## config.mk

```make
export PLATFORM = sky130hd
export DESIGN_NAME = rc_frame_crc_check_and_channel_unpack_core
export DESIGN_NICKNAME = d
export VERILOG_FILES = /design/src/hdl/rcfd_pkg.sv /design/src/hdl/rcfd_front.sv /design/src/hdl/rcfd_queue.sv /design/src/hdl/rcfd_back.sv /design/src/hdl/rc_frame_crc_check_and_channel_unpack_core.sv
export SDC_FILE = /design/constraint.sdc
export NUM_CORES = 1
export LEC_CHECK = 0
export ABC_AREA = 1
export BUFFER_PORTS_ARGS = -buffer_cell sky130_fd_sc_hd__buf_2
export CORE_UTILIZATION = 45
export DETAILED_ROUTE_END_ITERATION = 16
export MAX_ROUTING_LAYER = met4
export PLACE_DENSITY = 0.71
export SETUP_SLACK_MARGIN = 0.2
export SLEW_MARGIN = 30
export SYNTH_ARGS = -nofsm -noshare
export SYNTH_HDL_FRONTEND = slang
export SYNTH_SLANG_ARGS = --single-unit
```

## constraint.sdc

```tcl
create_clock -name clock -period 12.7 [get_ports clock]
set_input_delay 1.27 -clock clock [delete_from_list [all_inputs] [get_ports clock]]
set_output_delay 1.27 -clock clock [all_outputs]
set_load 0.1 [all_outputs]
```

## src/hdl/rcfd_pkg.sv

```systemverilog
// Shared types, constants and the CRC-8 step for the packed RC channel frame decoder.
// No dependencies; every other file of the block refers to it by scoped names.
`default_nettype none
package rcfd_pkg;

   // frame geometry
   localparam int MAX_FRAME_BYTES = 64;
   localparam int PAYLOAD_DEPTH   = 22;
   localparam int PAYLOAD_BITS    = PAYLOAD_DEPTH * 8;
   localparam int NUM_CHANNELS    = 16;
   localparam int CH_BITS         = 11;
   localparam int PULSE_BITS      = 12;
   localparam int POS_BITS        = 6;

   localparam logic [7:0] MIN_LENGTH = 8'd2;
   localparam logic [7:0] MAX_LENGTH = 8'(MAX_FRAME_BYTES - 2);

   // CRC-8, polynomial 0xD5, MSB first
   localparam logic [7:0] CRC_POLY = 8'hD5;

   // pulse width: offset plus value scaled by 0.6247712 in unsigned Q0.16
   localparam logic [15:0]           PULSE_SCALE  = 16'd40945;
   localparam logic [PULSE_BITS-1:0] PULSE_OFFSET = 12'd881;

   // register indexes
   localparam logic CSR_OWN_ADDRESS = 1'b0;
   localparam logic CSR_FRAME_TYPE  = 1'b1;

   // reset values of the registers
   localparam logic [7:0] OWN_ADDRESS_RESET = 8'd200;
   localparam logic [7:0] FRAME_TYPE_RESET  = 8'd22;

   // result status codes
   localparam logic [2:0] ST_OK        = 3'd0;
   localparam logic [2:0] ST_CRC_BAD   = 3'd1;
   localparam logic [2:0] ST_ADDR_BAD  = 3'd2;
   localparam logic [2:0] ST_OTHER_TYP = 3'd3;
   localparam logic [2:0] ST_BAD_LEN   = 3'd4;

   // one finished frame handed from the front to the back
   typedef struct packed {
      logic [2:0]              status;
      logic [PAYLOAD_BITS-1:0] payload;
   } job_type;

   // push from the front and full state of the job queue
   typedef struct packed {
      logic push;
      logic full;
   } qctl_type;

   // advance the CRC by one byte
   function automatic logic [7:0] crc8_step(input logic [7:0] crc, input logic [7:0] b);
      logic [7:0] c;
      c = crc ^ b;
      for (int i = 0; i < 8; i++) begin
         if (c[7]) c = {c[6:0], 1'b0} ^ CRC_POLY;
         else      c = {c[6:0], 1'b0};
      end
      return c;
   endfunction

endpackage
`default_nettype wire

```

## src/hdl/rcfd_front.sv

```systemverilog
// Front end: frame parser, running CRC, payload store and frame checks.
// Uses rcfd_pkg; hands one job per finished frame to rcfd_queue.
`default_nettype none
module rcfd_front (
   input  wire logic                 clock,
   input  wire logic                 reset,
   input  wire logic                 byte_accept,
   input  wire logic [7:0]           byte_value,
   input  wire logic                 frame_start,
   input  wire logic                 csr_we,
   input  wire logic                 csr_index,
   input  wire logic [7:0]           csr_wdata,
   output rcfd_pkg::job_type         job,
   output logic                      job_push
);

   logic                           in_frame_ff, in_frame_in;
   logic [rcfd_pkg::POS_BITS-1:0]  pos_ff, pos_in;
   logic [7:0]                     addr_ff, addr_in;
   logic [7:0]                     len_ff, len_in;
   logic [7:0]                     type_ff, type_in;
   logic [7:0]                     crc_ff, crc_in;
   logic [7:0]                     own_addr_ff, own_addr_in;
   logic [7:0]                     frame_type_ff, frame_type_in;
   logic [7:0]                     store_ff [rcfd_pkg::PAYLOAD_DEPTH];
   logic [7:0]                     store_in [rcfd_pkg::PAYLOAD_DEPTH];
   logic [rcfd_pkg::POS_BITS-1:0]  pay_idx;
   logic                           pay_write;
   logic                           at_crc;
   logic [2:0]                     status;

   assign pay_idx = pos_ff - rcfd_pkg::POS_BITS'(3);
   assign at_crc  = ({1'b0, pos_ff} == 7'(len_ff) + 7'd1);

   // parse one byte
   always_comb begin
      in_frame_in = in_frame_ff;
      pos_in      = pos_ff;
      addr_in     = addr_ff;
      len_in      = len_ff;
      type_in     = type_ff;
      crc_in      = crc_ff;
      pay_write   = 1'b0;
      job_push    = 1'b0;
      status      = rcfd_pkg::ST_OK;
      if (byte_accept) begin
         if (frame_start) begin
            in_frame_in = 1'b1;
            pos_in      = rcfd_pkg::POS_BITS'(1);
            addr_in     = byte_value;
            len_in      = 8'd0;
            type_in     = 8'd0;
            crc_in      = 8'd0;
         end else if (in_frame_ff) begin
            if (pos_ff == rcfd_pkg::POS_BITS'(1)) begin
               len_in = byte_value;
               if (byte_value < rcfd_pkg::MIN_LENGTH || byte_value > rcfd_pkg::MAX_LENGTH) begin
                  in_frame_in = 1'b0;
                  pos_in      = '0;
                  job_push    = 1'b1;
                  status      = rcfd_pkg::ST_BAD_LEN;
               end else begin
                  pos_in = rcfd_pkg::POS_BITS'(2);
               end
            end else if (pos_ff == rcfd_pkg::POS_BITS'(2)) begin
               type_in = byte_value;
               crc_in  = rcfd_pkg::crc8_step(crc_ff, byte_value);
               pos_in  = rcfd_pkg::POS_BITS'(3);
            end else if (at_crc) begin
               in_frame_in = 1'b0;
               pos_in      = '0;
               job_push    = 1'b1;
               // CRC first, then address, then type
               priority if (byte_value != crc_ff)        status = rcfd_pkg::ST_CRC_BAD;
               else if (addr_ff != own_addr_ff)          status = rcfd_pkg::ST_ADDR_BAD;
               else if (type_ff != frame_type_ff)        status = rcfd_pkg::ST_OTHER_TYP;
               else                                      status = rcfd_pkg::ST_OK;
            end else begin
               pay_write = 1'b1;
               crc_in    = rcfd_pkg::crc8_step(crc_ff, byte_value);
               pos_in    = pos_ff + rcfd_pkg::POS_BITS'(1);
            end
         end
      end
   end

   // clear the store at frame start, write payload bytes at their place
   always_comb begin
      for (int i = 0; i < rcfd_pkg::PAYLOAD_DEPTH; i++) begin
         store_in[i] = store_ff[i];
         if (byte_accept && frame_start)
            store_in[i] = 8'd0;
         else if (pay_write && pay_idx == rcfd_pkg::POS_BITS'(i))
            store_in[i] = byte_value;
      end
   end

   // register writes
   always_comb begin
      own_addr_in   = own_addr_ff;
      frame_type_in = frame_type_ff;
      if (csr_we) begin
         unique case (csr_index)
            rcfd_pkg::CSR_OWN_ADDRESS: own_addr_in   = csr_wdata;
            rcfd_pkg::CSR_FRAME_TYPE:  frame_type_in = csr_wdata;
            default:                   own_addr_in   = own_addr_ff;
         endcase
      end
   end

   // build the job
   always_comb begin
      job.status = status;
      for (int i = 0; i < rcfd_pkg::PAYLOAD_DEPTH; i++)
         job.payload[i*8 +: 8] = store_ff[i];
   end

   always_ff @(posedge clock) begin
      if (reset) begin
         in_frame_ff   <= 1'b0;
         pos_ff        <= '0;
         addr_ff       <= 8'd0;
         len_ff        <= 8'd0;
         type_ff       <= 8'd0;
         crc_ff        <= 8'd0;
         own_addr_ff   <= rcfd_pkg::OWN_ADDRESS_RESET;
         frame_type_ff <= rcfd_pkg::FRAME_TYPE_RESET;
      end else begin
         in_frame_ff   <= in_frame_in;
         pos_ff        <= pos_in;
         addr_ff       <= addr_in;
         len_ff        <= len_in;
         type_ff       <= type_in;
         crc_ff        <= crc_in;
         own_addr_ff   <= own_addr_in;
         frame_type_ff <= frame_type_in;
      end
   end

   // payload store holds data only
   always_ff @(posedge clock) begin
      store_ff <= store_in;
   end

endmodule
`default_nettype wire

```

## src/hdl/rcfd_queue.sv

```systemverilog
// Two-entry job queue between the frame parser and the channel unpacker.
// Uses rcfd_pkg for the job type.
`default_nettype none
module rcfd_queue (
   input  wire logic               clock,
   input  wire logic               reset,
   input  wire logic               push,
   input  rcfd_pkg::job_type       push_job,
   input  wire logic               pop,
   output rcfd_pkg::job_type       head_job,
   output logic                    empty,
   output logic                    full
);

   rcfd_pkg::job_type mem_ff [2];
   logic              wr_ptr_ff, wr_ptr_in;
   logic              rd_ptr_ff, rd_ptr_in;
   logic [1:0]        count_ff, count_in;

   assign empty    = (count_ff == 2'd0);
   assign full     = (count_ff == 2'd2);
   assign head_job = mem_ff[rd_ptr_ff];

   // advance pointers and fill count
   always_comb begin
      wr_ptr_in = wr_ptr_ff;
      rd_ptr_in = rd_ptr_ff;
      count_in  = count_ff;
      if (push) wr_ptr_in = ~wr_ptr_ff;
      if (pop)  rd_ptr_in = ~rd_ptr_ff;
      unique case ({push, pop})
         2'b10:   count_in = count_ff + 2'd1;
         2'b01:   count_in = count_ff - 2'd1;
         default: count_in = count_ff;
      endcase
   end

   always_ff @(posedge clock) begin
      if (reset) begin
         wr_ptr_ff <= 1'b0;
         rd_ptr_ff <= 1'b0;
         count_ff  <= 2'd0;
      end else begin
         wr_ptr_ff <= wr_ptr_in;
         rd_ptr_ff <= rd_ptr_in;
         count_ff  <= count_in;
      end
   end

   // store entries
   always_ff @(posedge clock) begin
      if (push) mem_ff[wr_ptr_ff] <= push_job;
   end

endmodule
`default_nettype wire

```

## src/hdl/rcfd_back.sv

```systemverilog
// Back end: unpacks channels of a job one per cycle while the output is not stalled,
// scales the pulse width and holds the result in an output register. Uses rcfd_pkg.
`default_nettype none
module rcfd_back (
   input  wire logic                          clock,
   input  wire logic                          reset,
   input  rcfd_pkg::job_type                  head_job,
   input  wire logic                          empty,
   output logic                               pop,
   output logic                               rsp_tvalid,
   input  wire logic                          rsp_tready,
   output logic [31:0]                        rsp_tdata,
   output logic                               rsp_tlast
);

   logic [3:0]                       chan_ff, chan_in;
   logic                             valid_ff, valid_in;
   logic [2:0]                       status_ff, status_in;
   logic [3:0]                       index_ff, index_in;
   logic [rcfd_pkg::CH_BITS-1:0]     value_ff, value_in;
   logic [rcfd_pkg::PULSE_BITS-1:0]  pulse_ff, pulse_in;
   logic                             last_ff, last_in;
   logic [rcfd_pkg::CH_BITS-1:0]     chan_sel;
   logic [26:0]                      product;
   logic                             advance, load, ok, item_last;

   assign advance   = !valid_ff || rsp_tready;
   assign load      = advance && !empty;
   assign ok        = (head_job.status == rcfd_pkg::ST_OK);
   assign item_last = !ok || (chan_ff == 4'(rcfd_pkg::NUM_CHANNELS - 1));
   assign pop       = load && item_last;

   // pick the current channel's bits
   always_comb begin
      chan_sel = '0;
      for (int i = 0; i < rcfd_pkg::NUM_CHANNELS; i++)
         if (chan_ff == 4'(i))
            chan_sel = head_job.payload[i*rcfd_pkg::CH_BITS +: rcfd_pkg::CH_BITS];
   end

   assign product = 27'(chan_sel) * 27'(rcfd_pkg::PULSE_SCALE);

   // next result and channel counter
   always_comb begin
      chan_in   = chan_ff;
      valid_in  = valid_ff;
      status_in = status_ff;
      index_in  = index_ff;
      value_in  = value_ff;
      pulse_in  = pulse_ff;
      last_in   = last_ff;
      if (load) begin
         valid_in  = 1'b1;
         status_in = head_job.status;
         last_in   = item_last;
         chan_in   = item_last ? 4'd0 : chan_ff + 4'd1;
         if (ok) begin
            index_in = chan_ff;
            value_in = chan_sel;
            pulse_in = rcfd_pkg::PULSE_OFFSET + rcfd_pkg::PULSE_BITS'(product[26:16]);
         end else begin
            index_in = 4'd0;
            value_in = '0;
            pulse_in = '0;
         end
      end else if (advance) begin
         valid_in = 1'b0;
      end
   end

   always_ff @(posedge clock) begin
      if (reset) begin
         chan_ff  <= 4'd0;
         valid_ff <= 1'b0;
      end else begin
         chan_ff  <= chan_in;
         valid_ff <= valid_in;
      end
   end

   // result payload
   always_ff @(posedge clock) begin
      status_ff <= status_in;
      index_ff  <= index_in;
      value_ff  <= value_in;
      pulse_ff  <= pulse_in;
      last_ff   <= last_in;
   end

   assign rsp_tvalid = valid_ff;
   assign rsp_tdata  = {2'b00, pulse_ff, value_ff, index_ff, status_ff};
   assign rsp_tlast  = last_ff;

endmodule
`default_nettype wire

```

## src/hdl/rc_frame_crc_check_and_channel_unpack_core.sv

```systemverilog
// Top level of the packed RC channel frame decoder.
// Instantiates rcfd_front, rcfd_queue and rcfd_back; uses rcfd_pkg.
//
//   channel  direction  handshake              contents
//   req      in         req_tvalid/req_tready  tdata: byte_value; tuser: frame_start
//   rsp      out        rsp_tvalid/rsp_tready  tdata: status, channel_index, channel_value,
//                                              pulse_us; tlast: last
//   csr      in         csr_we                 csr_index selects register, csr_wdata
//
// One byte is taken per cycle while req_tready is high; a frame's results leave one per cycle
// while rsp is not stalled, set by the single unpack and scale unit of the back end.
// After its frame's CRC byte, a result is registered first in the job queue, then in the output register.
// req_tready falls only while the two-entry job queue is full; rsp stalls back up into it.
// Reset is synchronous and active high; no clearing pass follows.
`default_nettype none
module rc_frame_crc_check_and_channel_unpack_core (
   input  wire logic        clock,
   input  wire logic        reset,
   input  wire logic        req_tvalid,
   output logic             req_tready,
   input  wire logic [7:0]  req_tdata,   // [7:0] byte_value
   input  wire logic        req_tuser,   // [0] frame_start
   output logic             rsp_tvalid,
   input  wire logic        rsp_tready,
   output logic [31:0]      rsp_tdata,   // [2:0] status, [6:3] channel_index,
                                         // [17:7] channel_value, [29:18] pulse_us
   output logic             rsp_tlast,   // last
   input  wire logic        csr_we,
   input  wire logic        csr_index,
   input  wire logic [7:0]  csr_wdata
);

   rcfd_pkg::job_type  front_job;
   rcfd_pkg::job_type  head_job;
   rcfd_pkg::qctl_type qctl;
   logic               q_empty;
   logic               pop;
   logic               byte_accept;

   assign req_tready  = !qctl.full;
   assign byte_accept = req_tvalid && req_tready;

   rcfd_front u_front (
      .clock       (clock),
      .reset       (reset),
      .byte_accept (byte_accept),
      .byte_value  (req_tdata),
      .frame_start (req_tuser),
      .csr_we      (csr_we),
      .csr_index   (csr_index),
      .csr_wdata   (csr_wdata),
      .job         (front_job),
      .job_push    (qctl.push)
   );

   rcfd_queue u_queue (
      .clock    (clock),
      .reset    (reset),
      .push     (qctl.push),
      .push_job (front_job),
      .pop      (pop),
      .head_job (head_job),
      .empty    (q_empty),
      .full     (qctl.full)
   );

   rcfd_back u_back (
      .clock      (clock),
      .reset      (reset),
      .head_job   (head_job),
      .empty      (q_empty),
      .pop        (pop),
      .rsp_tvalid (rsp_tvalid),
      .rsp_tready (rsp_tready),
      .rsp_tdata  (rsp_tdata),
      .rsp_tlast  (rsp_tlast)
   );

endmodule
`default_nettype wire

```

Word level (Yosys, flattened, before mapping). Memories as Yosys holds them, arrays and structs flattened. A register that Yosys moved wholly into a read port is not among the register bits. Index checks and enable logic that the tools add are counted.

Register bits: 270. Memory bits (writable): 358. Memories: 1.

$add $sub $neg: 7. Multipliers: 1. Magnitude comparators: 2. Eq/ne operators: 47. Multiplexer cells: 162. Bitwise gates (word level): 19. Reduce and logical (&&, ||, !) cells: 49.

Memories: u_queue.mem_ff (words 2, bits a word 179, read ports 1, clocked after memory_dff 1, write ports 1, line rcfd_queue.sv:15) `rcfd_pkg::job_type mem_ff [2];`.

Operator list (count): 8-bit 2-to-1 mux (101); 11-bit 2-to-1 mux (16); 5-bit inverter (15); 6-bit by 4-bit == test with 1-bit output, second input constant (8); 6-bit by 5-bit == test with 1-bit output, second input constant (6); 4-bit == test, second input constant (8); 6-bit 2-to-1 mux (5); 11-bit by 16-bit multiplier with 27-bit output, second input constant (1); 3-bit 2-to-1 mux (9); 1-bit logical AND (26); 6-bit by 3-bit == test with 1-bit output, second input constant (4); 1-bit 2-to-1 mux (24); 8-bit inequality test (3); 7-bit 2-to-1 mux (3); 6-bit by 2-bit == test with 1-bit output, second input constant (3); 4-bit by 3-bit == test with 1-bit output, second input constant (4); 10-bit by 11-bit adder with 12-bit output, first input constant (1); 6-bit by 1-bit == test with 1-bit output, second input constant (2); 2-bit nonzero test (5); 4-bit by 2-bit == test with 1-bit output, second input constant (2); 8-bit by 6-bit greater-than comparator with 1-bit output, second input constant (1); 8-bit by 2-bit < comparator with 1-bit output, second input constant (1); 2-bit AND reduction (4); 4-bit AND reduction (2); other kinds (24) (33).

Longest topological paths before layout.
Depth in word-level cells: 64. Mapped depth: 53.

By module. From an unflattened synthesis, not the netlist that was laid out.

Cell total of the unflattened synthesis: 2884. Area, all modules: 30028.8 um^2.

By module, submodules not included: rcfd_queue (instances 1, cells an instance 590, area an instance 13554.2 um^2, sequential area each 10850.4 um^2); rcfd_front (instances 1, cells an instance 1443, area an instance 10217.3 um^2, sequential area each 4604.4 um^2); rcfd_back (instances 1, cells an instance 848, area an instance 6243.5 um^2, sequential area each 1031.0 um^2); rc_frame_crc_check_and_channel_unpack_core (instances 1, cells an instance 3, area an instance 13.8 um^2, sequential area each 0.0 um^2).

Worst setup path after synthesis. No wires, ideal clock.

Path kind: input port to flip-flop. Start point: in req_tdata[1]. End point: mem u_queue.mem_ff[1][0] in the netlist's numbering, enable pin. Library setup time: 0.722 ns. Arrival time: 9.940 ns. Data required time: 11.978 ns. Path slack: 2.038 ns. Stages on the path: 9. Path through: clkbuf_1 -> clkinv_1 -> nor4_1 -> o41ai_1 -> o21ai_0 -> inv_1 -> nor2_1 -> inv_1 -> nor2_1.

Cells in the longest elaborated chain, start to end: 9. Elaborated cells between the ends (all ways): 10.

Ends and longest elaborated chain: from (decl) (line rc_frame_crc_check_and_channel_unpack_core.sv:21) `input wire logic [7:0] req_tdata,`; 8-bit by 2-bit < comparator with 1-bit output or 8-bit by 6-bit greater-than comparator with 1-bit output (tied branches) (line rcfd_front.sv:57) `if (byte_value < rcfd_pkg::MIN_LENGTH || byte_value > rcfd_pkg::MAX_LENGTH) begin`; 1-bit logical OR * (line rcfd_front.sv:57); 1-bit 2-to-1 mux * (line rcfd_front.sv:57); 1-bit 2-to-1 mux * (line rcfd_front.sv:55) `if (pos_ff == rcfd_pkg::POS_BITS'(1)) begin`; 1-bit 2-to-1 mux * (line rcfd_front.sv:54) `end else if (in_frame_ff) begin`; 1-bit 2-to-1 mux * (line rcfd_front.sv:47) `if (frame_start) begin`; 1-bit 2-to-1 mux * (line rcfd_front.sv:46) `if (byte_accept) begin`; 1-bit 2-to-1 mux * (line rcfd_queue.sv:52) `if (push) mem_ff[wr_ptr_ff] <= push_job;`; 1-bit 2-to-1 mux (implied by the code) * (line rcfd_queue.sv:52); to (decl) (line rcfd_queue.sv:15).

Every way passes the cells marked *; elsewhere a longest branch is shown, timed or not.

==> results.json <==
{
  "clkTransAtPathRegs_ns": 0.06,
  "hp-class": "flip-flop to flip-flop",
  "synth-edff-count": 389,
  "clock_latency_ns": 0.62,
  "tns_ns": 0,
  "grt_pass1_wl_um": 111000,
  "synth.top_cells.by_count": "nand2_1, edfxtp_1, a21oi_1",
  "cts_made_buffers": 66,
  "initial_core_util_pct": 45.6,
  "yosysWarnings": 0,
  "cpMostUsedCell": "nand2_1",
  "track_usage_pct": 23.2,
  "required_ns": 13.02,
  "worstSetupEndpointType": "flip-flop",
  "htreeDepth": 3,
  "synth_most_common_cell": "nand2_1",
  "timing.final.max_slew_violations": 0,
  "setup_violations": 0,
  "cts_resized": 0,
  "setup_ws_ns": 3.06,
  "gp_congestion": 0.926,
  "path_max_fanout": 53,
  "min_period_ns": 9.64,
  "dieHeight_um": 252,
  "dp_slack_ns": 3.14,
  "cpPeakStageDelay_ns": 0.80,
  "hpwl_um": 45600,
  "post_route_cells_drive_above_1_share_pct": 8.55,
  "antennaDiodeCount": 0,
  "rsz0062_at_grt": "no",
  "dr.pass1.iters": 6,
  "ant_nets": 0,
  "wl_um": 71600,
  "ys_seq_elements": 629,
  "cts_buffer_depth": 3,
  "nets": 2977,
  "viasPerCell": 5.52,
  "met2_length_um": 34700,
  "worst_pin_slew_ns": 1.03,
  "top_layer": "met4",
  "gr-total-overflow": 0,
  "synth_cell_types": 55,
  "cts_root_buf": "clkbuf_16",
  "via_count": 20500,
  "cts_setup_buffers": 0,
  "fin_worst_skew_ns": 0.0258,
  "coreArea_um2": 61800,
  "io_buffers": 55,
  "route.met3.wl_um": 5410,
  "wl_met1_um": 28700,
  "synth-async-reset-ratio_pct": 0,
  "layoutNonFillerInstCount": 3714,
  "chipWidth_um": 252,
  "drcViolationCount": 0,
  "hold_violations": 0,
  "cp-start-kind": "flip-flop",
  "drt_iter0_markers": 1936,
  "max_slew_margin_pct": 30.8,
  "std_cell_rows": 91,
  "yosys.area.top_type_share_pct": 41.4,
  "synthTopCellsByArea": "edfxtp_1, dfxtp_1, nand2_1",
  "antenna_found_initial": 1,
  "crit_arrival_ns": 9.97,
  "synth.avg_cell_area_um2": 10.1,
  "run_status": "finished, final reports clean",
  "wl_per_cell_um": 19.3,
  "areaGrowthSynthToFinish_pct": 11.0,
  "synth_seq_area_share_pct": 58.5,
  "synthFlopType": "edfxtp_1",
  "cp_slowest_cell": "dfxtp_4",
  "drv_cap": 0,
  "syn_inst": 2800,
  "grt_max_degree": 113,
  "clock-sinks": 629,
  "die-area_um2": 63600,
  "syn_area_um2": 28200,
  "timing.fmax_mhz": 104,
  "path_class": "flip-flop to flip-flop",
  "io_pins": 58,
  "placed_cells": 3594,
  "grt_pass1_vias": 19900,
  "cts_tree": "yes",
  "finalCritPeriodShare_pct": 75.9,
  "cts_hold_buf": 0,
  "synth_area_leader_cell": "edfxtp_1"
}
## cells in the final DEF, fill, tap and decap left out, types with 5 or more instances in the layout
cell type  instances
fa_1              48
a31oi_1           46
clkbuf_1          13
o211ai_1          26
nand3b_1           5
xor2_1            28
nand3_1          137
o311ai_0          17
nor2_1           240
inv_2              8
buf_2             55
xor2_2             6
ha_1              81
dfxtp_1          239
nand2_2            8
nand2_1          510
nor3_1            17
mux2i_1           15
or2_2             21
buf_4             23
o31ai_1           16
inv_1            258
clkinv_1          18
o21ai_0          189
clkbuf_16         67
nor2_2             7
a21oi_1          260
clkinv_2          13
xnor2_1           20
a211oi_1          20
clkbuf_8           6
nand4_1           13
edfxtp_1         389
## cell families (layout without fill, tap and decap cells)
kind of cell | Yosys count | in the layout | synth area share (%)
compound gates | 588 | 588 | 11.6
xor+xnor | 56 | 56 | 2.03
fa+ha+maj | 129 | 129 | 7.01
buf+inv | 403 | 479 | 5.88
flops | 629 | 629 | 58.5
mux | 15 | 15 | 0.533
other cells | 1 | 2 | 0.0133
simple gates | 979 | 979 | 14.5
## worst max-delay path, delay by kind of cell (launching register included)
| family | cells | cell delay, ns |
|---|---|---|
| AO/OA/AOI/OAI | 16 | 3.15 |
| flip-flops | 1 | 0.80 |
| XOR/XNOR | 1 | 0.29 |
| AND/OR/NAND/NOR | 13 | 1.31 |
| buffers and inverters | 4 | 0.96 |
| adder cells (fa/ha/maj) | 6 | 2.80 |
## registers in the layout, summed over array words and instances (netlist names), 6 cells and up, named ones only
| name | flops |
|---|---|
| u_front.pos_ff | 6 |
| u_front.type_ff | 8 |
| u_front.frame_type_ff | 8 |
| u_front.own_addr_ff | 8 |
| u_back.value_ff | 11 |
| u_front.addr_ff | 8 |
| u_queue.mem_ff | 358 |
| u_front.len_ff | 7 |
| u_front.job | 176 |
| u_back.pulse_ff | 12 |
| u_front.crc_ff | 8 |
## final cells by class
type                    count  area [um2]
inverters                 275        1030
multi-input cells        1769       10100
flip-flops and latches    629       16500
fillers                  5361       30500
clock buffers              86        1810
repair buffers             84         566
clock inverters            34         245
well taps                 837        1050
## metal layers
layer	global-route usage [%]	vias up
met2	37.6	886
li1	-	9577
met4	9.33	0
met3	3.59	172
met5	-	-
met1	29.2	9877
## through the flow
| step | utilization, % | cell area [um2] | hold WS, ns |
|---|---|---|---|
| after global routing | 50.6 | 31300 | 0.457 |
| final | 50.6 | 31300 | 0.445 |
| after CTS | 50.6 | 31300 | 0.443 |
| after global placement | 47.2 | 29200 | 0.424 |
| after floorplan | - | 28200 | 0.420 |
| after detailed placement | 47.3 | 29200 | 0.433 |
## path summary, 6_finish.rpt
path	cells past startpoint	slack, ns	from	end
hold reg to reg	0	0.44	u_front.job[49]$_SDFFE_PP0P_	u_queue.mem_ff[0][49]$_DFFE_PP_
setup / recovery	40	3.06	flip-flop	u_back.pulse_ff[9]$_SDFFCE_PP0P_
setup reg to reg	40	3.06	flip-flop	u_back.pulse_ff[9]$_SDFFCE_PP0P_
hold / removal	0	0.44	u_front.job[49]$_SDFFE_PP0P_	u_queue.mem_ff[0][49]$_DFFE_PP_
Power is left out: the tool's default activity adds up to more than one toggle a clock period on the data nets, which glitch-free logic cannot reach.
